## src/rtl/core/slkpd_pkg.sv

```systemverilog
package slkpd_pkg;

  localparam int NUM_BUTTONS = 6;
  localparam int TICKS_W     = 16;
  localparam int IDX_W       = 3;

  localparam logic [TICKS_W-1:0] LONG_TICKS_RST  = 16'd7800;
  localparam logic [TICKS_W-1:0] SHORT_TICKS_RST = 16'd800;

  // configuration register indexes
  typedef enum logic [0:0] {
    CFG_LONG_PRESS_TICKS  = 1'b0,
    CFG_SHORT_PRESS_TICKS = 1'b1
  } cfg_idx_t;

  typedef logic [NUM_BUTTONS-1:0] btn_vec_t;
  typedef logic [TICKS_W-1:0]     ticks_t;

  // one result transaction
  typedef struct packed {
    logic             event_valid;
    logic [IDX_W-1:0] button_index;
    logic             is_long;
  } scan_res_t;

  // per-step state shared between the top level and the scanner
  typedef struct packed {
    btn_vec_t locked;
    btn_vec_t pending;
    ticks_t   countdown;
  } scan_state_t;

endpackage

```

## src/rtl/core/slkpd_in_if.sv

```systemverilog
interface slkpd_in_if;
  logic                                valid;
  logic                                ready;
  logic [slkpd_pkg::NUM_BUTTONS-1:0]   buttons_n;
  logic                                tick;

  modport source (output valid, output buttons_n, output tick, input ready);
  modport sink   (input valid, input buttons_n, input tick, output ready);
endinterface

```

## src/rtl/core/slkpd_out_if.sv

```systemverilog
interface slkpd_out_if;
  logic                          valid;
  logic                          ready;
  logic                          event_valid;
  logic [slkpd_pkg::IDX_W-1:0]   button_index;
  logic                          is_long;

  modport source (output valid, output event_valid, output button_index, output is_long,
                  input ready);
  modport sink   (input valid, input event_valid, input button_index, input is_long,
                  output ready);
endinterface

```

## src/rtl/core/slkpd_scan.sv

```systemverilog
module slkpd_scan (
  input  slkpd_pkg::scan_state_t cur,
  input  slkpd_pkg::btn_vec_t    buttons_n,
  input  logic                   tick,
  input  slkpd_pkg::ticks_t      long_ticks,
  input  slkpd_pkg::ticks_t      short_ticks,
  output slkpd_pkg::scan_state_t nxt,
  output slkpd_pkg::scan_res_t   res
);
  import slkpd_pkg::*;

  ticks_t             cd_dec;
  logic               cd_zero;
  logic               unlock_ok;
  btn_vec_t           pressed;
  logic               hit;
  logic [TICKS_W:0]   rel_sum;

  // saturating tick decrement ahead of the scan
  assign cd_dec    = (tick && (cur.countdown != '0)) ? cur.countdown - 1'b1 : cur.countdown;
  assign cd_zero   = (cd_dec == '0);
  assign rel_sum   = {1'b0, cd_dec} + {1'b0, short_ticks};
  assign unlock_ok = (rel_sum < {1'b0, long_ticks});
  assign pressed   = ~buttons_n;

  // priority scan, stops at the first event
  always_comb begin
    nxt           = cur;
    nxt.countdown = cd_dec;
    res           = '0;
    hit           = 1'b0;
    for (int i = 0; i < NUM_BUTTONS; i++) begin
      if (!hit) begin
        if (!cur.locked[i] && pressed[i]) begin
          nxt.locked[i]    = 1'b1;
          nxt.pending[i]   = 1'b1;
          nxt.countdown    = long_ticks;
          res.event_valid  = 1'b1;
          res.button_index = IDX_W'(i);
          res.is_long      = 1'b0;
          hit              = 1'b1;
        end else if (!pressed[i] && cur.locked[i]) begin
          if (unlock_ok) begin
            nxt.locked[i]  = 1'b0;
            nxt.pending[i] = 1'b0;
          end
        end else if (cur.pending[i] && cd_zero) begin
          nxt.pending[i]   = 1'b0;
          res.event_valid  = 1'b1;
          res.button_index = IDX_W'(i);
          res.is_long      = 1'b1;
          hit              = 1'b1;
        end
      end
    end
  end

endmodule

```

## src/rtl/core/short_long_key_press_detector.sv

```systemverilog
// channel  | dir | payload                              | handshake
// ---------+-----+--------------------------------------+-------------
// in_chan  | in  | buttons_n[5:0], tick                 | valid/ready
// out_chan | out | event_valid, button_index[2:0], is_long | valid/ready
// cfg_*    | in  | cfg_index (register), cfg_wdata[15:0] | cfg_we only
//
// one result transaction per input transaction, one transaction per cycle sustained while the output is not stalled
// path: input register, then scan logic into the result register
// the scan and the state update happen in the same cycle, the state feedback loop sets the rate
// rst_n is synchronous, active low: clears state, valid flags and restores register defaults
// a stalled output keeps its result; the input register still takes one more transaction
module short_long_key_press_detector (
  input  logic                  clk,
  input  logic                  rst_n,
  slkpd_in_if.sink              in_chan,
  slkpd_out_if.source           out_chan,
  input  logic                  cfg_we,
  input  slkpd_pkg::cfg_idx_t   cfg_index,
  input  slkpd_pkg::ticks_t     cfg_wdata
);
  import slkpd_pkg::*;

  // configuration registers
  ticks_t      long_ticks_r;
  ticks_t      short_ticks_r;

  // input register stage
  logic        s1_valid_r;
  btn_vec_t    s1_buttons_n_r;
  logic        s1_tick_r;
  logic        s1_adv;

  // detector state
  scan_state_t state_r;
  scan_state_t state_nxt;
  scan_res_t   res_nxt;

  // result register
  logic        out_valid_r;
  scan_res_t   out_res_r;

  // the scan stage moves on whenever the result slot is free or being drained
  assign s1_adv        = s1_valid_r && (!out_valid_r || out_chan.ready);
  assign in_chan.ready = !s1_valid_r || s1_adv;

  always_ff @(posedge clk) begin
    if (!rst_n) begin
      long_ticks_r  <= LONG_TICKS_RST;
      short_ticks_r <= SHORT_TICKS_RST;
    end else if (cfg_we) begin
      case (cfg_index)
        CFG_LONG_PRESS_TICKS:  long_ticks_r  <= cfg_wdata;
        CFG_SHORT_PRESS_TICKS: short_ticks_r <= cfg_wdata;
        default: ;
      endcase
    end
  end

  // input register
  always_ff @(posedge clk) begin
    if (!rst_n) begin
      s1_valid_r <= 1'b0;
    end else if (in_chan.ready) begin
      s1_valid_r <= in_chan.valid;
    end
  end

  always_ff @(posedge clk) begin
    if (in_chan.ready && in_chan.valid) begin
      s1_buttons_n_r <= in_chan.buttons_n;
      s1_tick_r      <= in_chan.tick;
    end
  end

  // tick, priority scan and next state for the transaction in the input register
  slkpd_scan u_scan (
    .cur         (state_r),
    .buttons_n   (s1_buttons_n_r),
    .tick        (s1_tick_r),
    .long_ticks  (long_ticks_r),
    .short_ticks (short_ticks_r),
    .nxt         (state_nxt),
    .res         (res_nxt)
  );

  // state only moves when the transaction is committed to the result register
  always_ff @(posedge clk) begin
    if (!rst_n) begin
      state_r <= '0;
    end else if (s1_adv) begin
      state_r <= state_nxt;
    end
  end

  // result register
  always_ff @(posedge clk) begin
    if (!rst_n) begin
      out_valid_r <= 1'b0;
    end else if (s1_adv) begin
      out_valid_r <= 1'b1;
    end else if (out_chan.ready) begin
      out_valid_r <= 1'b0;
    end
  end

  always_ff @(posedge clk) begin
    if (s1_adv) begin
      out_res_r <= res_nxt;
    end
  end

  assign out_chan.valid        = out_valid_r;
  assign out_chan.event_valid  = out_res_r.event_valid;
  assign out_chan.button_index = out_res_r.button_index;
  assign out_chan.is_long      = out_res_r.is_long;

`ifndef SYNTHESIS
  // an armed long detection always belongs to a locked button
  a_pending_locked: assert property (@(posedge clk) disable iff (!rst_n)
    (state_r.pending & ~state_r.locked) == '0)
    else $error("long detection armed on an unlocked button");

  // a short event reloads the countdown with the long press time
  a_short_loads: assert property (@(posedge clk) disable iff (!rst_n)
    (s1_adv && res_nxt.event_valid && !res_nxt.is_long)
      |=> (state_r.countdown == $past(long_ticks_r)))
    else $error("countdown not loaded on a short event");

  // without a short event the countdown never rises
  a_no_rise: assert property (@(posedge clk) disable iff (!rst_n)
    !(s1_adv && res_nxt.event_valid && !res_nxt.is_long)
      |=> (state_r.countdown <= $past(state_r.countdown)))
    else $error("countdown rose without a press");
`endif

endmodule
```

## src/flat_wrapper.sv

```systemverilog
// flat-port wrapper written by rule: the top's interface ports become plain ports
module short_long_key_press_detector_flat import slkpd_pkg::*;
  (clk, rst_n, cfg_we, cfg_index, cfg_wdata, in_chan_valid, in_chan_buttons_n, in_chan_tick, in_chan_ready, out_chan_valid, out_chan_event_valid, out_chan_button_index, out_chan_is_long, out_chan_ready);
  slkpd_in_if in_chan_i ();
  slkpd_out_if out_chan_i ();
  input  logic clk;
  input  logic rst_n;
  input  logic cfg_we;
  input  slkpd_pkg::cfg_idx_t cfg_index;
  input  slkpd_pkg::ticks_t cfg_wdata;
  input wire logic [$bits(in_chan_i.valid)-1:0] in_chan_valid;
  input wire logic [$bits(in_chan_i.buttons_n)-1:0] in_chan_buttons_n;
  input wire logic [$bits(in_chan_i.tick)-1:0] in_chan_tick;
  output wire logic [$bits(in_chan_i.ready)-1:0] in_chan_ready;
  output wire logic [$bits(out_chan_i.valid)-1:0] out_chan_valid;
  output wire logic [$bits(out_chan_i.event_valid)-1:0] out_chan_event_valid;
  output wire logic [$bits(out_chan_i.button_index)-1:0] out_chan_button_index;
  output wire logic [$bits(out_chan_i.is_long)-1:0] out_chan_is_long;
  input wire logic [$bits(out_chan_i.ready)-1:0] out_chan_ready;
  assign in_chan_i.valid = in_chan_valid;
  assign in_chan_i.buttons_n = in_chan_buttons_n;
  assign in_chan_i.tick = in_chan_tick;
  assign in_chan_ready = in_chan_i.ready;
  assign out_chan_valid = out_chan_i.valid;
  assign out_chan_event_valid = out_chan_i.event_valid;
  assign out_chan_button_index = out_chan_i.button_index;
  assign out_chan_is_long = out_chan_i.is_long;
  assign out_chan_i.ready = out_chan_ready;
  short_long_key_press_detector u_core (.clk(clk), .rst_n(rst_n), .in_chan(in_chan_i), .out_chan(out_chan_i), .cfg_we(cfg_we), .cfg_index(cfg_index), .cfg_wdata(cfg_wdata));
endmodule
```

## config.mk

```make
export PLATFORM = sky130hd
export DESIGN_NAME = short_long_key_press_detector_flat
export DESIGN_NICKNAME = d
export VERILOG_FILES = /design/src/rtl/core/slkpd_pkg.sv /design/src/rtl/core/slkpd_in_if.sv /design/src/rtl/core/slkpd_out_if.sv /design/src/rtl/core/slkpd_scan.sv /design/src/rtl/core/short_long_key_press_detector.sv /design/src/flat_wrapper.sv
export SDC_FILE = /design/constraint.sdc
export NUM_CORES = 1
export LEC_CHECK = 0
export BUFFER_PORTS_ARGS = -buffer_cell sky130_fd_sc_hd__buf_2
export CORE_MARGIN = 4
export CORE_UTILIZATION = 26
export DETAILED_ROUTE_END_ITERATION = 12
export PLACE_DENSITY = 0.39
export REMOVE_ABC_BUFFERS = 1
export SLEW_MARGIN = 25
export SYNTH_ARGS = -nofsm -noshare
export SYNTH_HDL_FRONTEND = slang
export SYNTH_SLANG_ARGS = --single-unit
```

## constraint.sdc

```tcl
create_clock -name clk -period 10.6 [get_ports clk]
set_input_delay 1.59 -clock clk [delete_from_list [all_inputs] [get_ports clk]]
set_output_delay 1.59 -clock clk [all_outputs]
set_load 0.05 [all_outputs]
```

==> impl_summary.txt <==
----------------------------------------------------
[Floorplan]
  Count of boundary I/O pins ... 36
  Die Ht ... 149.2 um
  Standard-cell row count ... 51
  Width of the die ... 149.2 um
  Initial Util ... 0.2655
  Full die area ... 0.02227 mm^2
  Area of the placeable core ... 0.01953 mm^2

[Timing]
  Final-report max-slew violation count ... 0
  Layout Skew ... 0.006374 ns
  Slew at the pin with the worst max-slew slack ... 0.8562 ns
  Final Hold Violating Endpoints ... 0
  Total negative slack ... 0 ns
  Timing-limited maximum frequency ... 0.1643 GHz
  Final worst setup slack ... 4.513 ns
  Worst hold margin ... 0.4693 ns
  Unrepaired setup endpoints after global routing ... false
  Time the worst path needs with I/O delays and setup ... 6.087 ns
  Final Setup Violations ... 0
  Slew headroom ... 0.4218
  Final period utilization ... 0.5743

[Logic synthesis]
  FFs w/ async S/R, synth ... 0
  Synthesis-stage register bit count ... 74
  Post-synthesis cell area ... 0.005185 mm^2
  Number of flops mapped to enable cells by yosys ... 12
  Cell type contributing the most total cell area after synthesis ... sky130_fd_sc_hd__dfxtp_1
  Area share of the largest cell type after synthesis ... 0.2394
  Seq/Total Area, Yosys ... 0.3089
  Cell with the most instances after synthesis ... sky130_fd_sc_hd__nand2_1
  Number of different library cells in the post-synthesis netlist ... 68
  Prevailing post-synth register cell ... sky130_fd_sc_hd__dfxtp_1
  Avg Inst Size Synth ... 7.989 um^2
  Synthesized netlist cell count ... 649
  Biggest area contributors in the synthesized netlist ... sky130_fd_sc_hd__dfxtp_1 (24%), sky130_fd_sc_hd__ha_1 (11%), sky130_fd_sc_hd__edfxtp_1 (6.9%)
  Warning count from the yosys run ... 0
  Most common library cells after synthesis ... sky130_fd_sc_hd__nand2_1 (85), sky130_fd_sc_hd__dfxtp_1 (62), sky130_fd_sc_hd__a21oi_1 (50)

[Pwr]
  Worst IR drop on VDD ... 0.09551 mV
  Pleak ... 2.360 nW
  Power density over cell area ... 160.5 mW/mm^2

[Detailed routing]
  Routed wire length ... 15.41 mm
  DRT Pass-1 Iters ... 4
  Per-cell via count in the routed design ... 5.034
  Initial DRC Count ... 203
  Antenna Nets Post-Route ... 0
  Via count of the routed design ... 4697
  Detailed-route DRC error count ... 0
  Routed wire length per instance ... 16.52 um

[Layout]
  Signed area change from the synthesized netlist to the final layout ... 13.56%
  Fraction of final layout cells with drive strength greater than 1 ... 0.1108
  Nets ... 738
  Diode insertion count for antenna repair ... 0
  Final Non-Filler Cells ... 933

[Worst setup path]
  Kind of end point of the critical path ... flip-flop
  CP max FO ... 7
  Worst path required time ... 10.80 ns
  Critical path class ... flip-flop to flip-flop
  Nature of the critical path startpoint ... flip-flop
  Data arrival time of the critical path ... 6.29 ns

[Status]
  Status ... complete, no violations

[Global route]
  Overall overflow remaining after global route ... 0
  Largest net degree at the start of global routing ... 47
  Antenna violations before repair ... 0
  GRT Total Usage ... 0.1410
  Wire length of the first global-routing pass ... 24.91 mm
  Number of global-route vias before repair ... 4688

[Clocking]
  Clock latency at the later pin of the worst-skew pair ... 0.34 ns
  CTS max path bufs ... 2
  Cell at the root of the clock tree ... sky130_fd_sc_hd__clkbuf_16
  CTS tree ... done
  Number of instances resized during post-cts repair ... 0
  Clock slew at the register clock pins of the worst setup and hold paths ... 0.06 ns
  Total number of clock tree sinks ... 74
  Post-CTS repair timing setup buffer count ... 0
  Hold-fix buffer count after cts ... 0
  H-tree Lvls ... 3
  Clock buffers created by TritonCTS ... 9

[Placed design]
  Pre-CTS setup slack ... 4.497 ns
  Final HPWL DP ... 11.17 mm
  Routability Congestion ... 0.8327
  Total of buffers placed on input and output ports ... 35
  Cell total after placement ... 917

[Hold path]
  HP Class ... flip-flop to flip-flop

[Run]
  Max-cap viol count ... 0

----------------------------------------------------
==> cell usage in the layout (no fill, tap or decap), drive strengths merged, types with 15 or more instances in the layout <==
cell type   n
nand2      85
dfxtp      62
a21oi      50
inv        45
ha         45
buf        41
nand3      38
nor2       38
o211ai     25
xnor2      20
a31oi      20
o21ai      15
==> per-layer routing <==
metal	GRT usage	part of all wire	wire (um)
met1	0.1853	0.48	7359
met2	0.2331	0.47	7233
met3	0.03099	0.038	578
met4	0.04027	0.016	240
met5	0	0	0
==> power breakdown <==
| part | switching (mW) | internal (mW) | leakage (nW) | total (mW) |
|---|---|---|---|---|
| logic | 0.185 | 0.120 | 1.59 | 0.305 |
| registers | 0.0146 | 0.301 | 0.620 | 0.315 |
| clock network | 0.123 | 0.202 | 0.153 | 0.325 |
==> through the flow <==
| step | cell area, um^2 | util | power [mW] |
|---|---|---|---|
| 6_report | 5888 | 0.3016 | 0.9451 |
| 5_1_grt | 5888 | 0.3016 | 1.010 |
| 4_1_cts | 5883 | 0.3013 | 0.9618 |
| 3_5_place_dp | 5574 | 0.2855 | 0.6260 |
| 3_3_place_gp | 5554 | 0.2844 | 0.6193 |
| 2_1_floorplan | 5015 | - | 0.5336 |
==> area by class of cell <==
class | instances | area (um^2)
fillers | 2109 | 13640
flip-flops and latches | 74 | 1602
well taps | 265 | 331.6
multi-input cells | 491 | 3256
clock inverters | 2 | 35.03
clock buffers | 14 | 274.0
inverters | 46 | 172.7
repair buffers | 41 | 217.7
==> worst max-delay path, stage by stage, from the launching register on <==
cell and delay (ns):
sky130_fd_sc_hd__dfxtp_1 0.34, sky130_fd_sc_hd__inv_1 0.16, sky130_fd_sc_hd__ha_1 0.18, sky130_fd_sc_hd__or4b_4 0.49
sky130_fd_sc_hd__o41ai_1 0.78, sky130_fd_sc_hd__o21ai_0 0.37, sky130_fd_sc_hd__ha_1 0.38, sky130_fd_sc_hd__a21o_1 0.15
sky130_fd_sc_hd__a21oi_1 0.23, sky130_fd_sc_hd__o21bai_1 0.12, sky130_fd_sc_hd__a211o_1 0.33, sky130_fd_sc_hd__a31oi_1 0.21
sky130_fd_sc_hd__a21oi_1 0.17, sky130_fd_sc_hd__xor2_1 0.17, sky130_fd_sc_hd__ha_1 0.32, sky130_fd_sc_hd__a21o_1 0.16
sky130_fd_sc_hd__a21o_1 0.17, sky130_fd_sc_hd__a21oi_1 0.18, sky130_fd_sc_hd__nand2_1 0.07, sky130_fd_sc_hd__o211ai_1 0.18
sky130_fd_sc_hd__o211ai_1 0.12, sky130_fd_sc_hd__buf_2 0.19, sky130_fd_sc_hd__buf_4 0.18, sky130_fd_sc_hd__o31ai_1 0.20
sky130_fd_sc_hd__a21oi_1 0.10
==> state kept, by name, indices dropped and copies added (netlist names) <==
name,flops
u_core.long_ticks_r,16
u_core.out_chan.is_long,1
u_core.out_chan.valid,1
u_core.short_ticks_r,16
u_core.out_chan.event_valid,1
u_core.state_r,28
u_core.s1_buttons_n_r,6
u_core.out_chan.button_index,3
u_core.s1_valid_r,1
u_core.s1_tick_r,1
==> kinds of logic after synthesis <==
| logic type | Yosys count | synth area share |
|---|---|---|
| XOR/XNOR | 26 | 0.04392 |
| AO/OA/AOI/OAI | 168 | 0.2237 |
| adder cells (fa/ha/maj) | 46 | 0.1125 |
| AND/OR/NAND/NOR | 251 | 0.2449 |
| flip-flops | 74 | 0.3089 |
| buffers and inverters | 84 | 0.06612 |
==> path summary, 6_finish.rpt <==
kind	startpoint	to	slack, ns	cells after the start
worst max-delay path	u_core.state_r[0]	u_core.state_r[24]	4.51	24
worst min-delay path	u_core.short_ticks_r[7]	u_core.short_ticks_r[7]	0.47	2
worst max register to register	u_core.state_r[0]	u_core.state_r[24]	4.51	24
worst min register to register	u_core.short_ticks_r[7]	u_core.short_ticks_r[7]	0.47	2
Power figures use the tool's default switching activity.
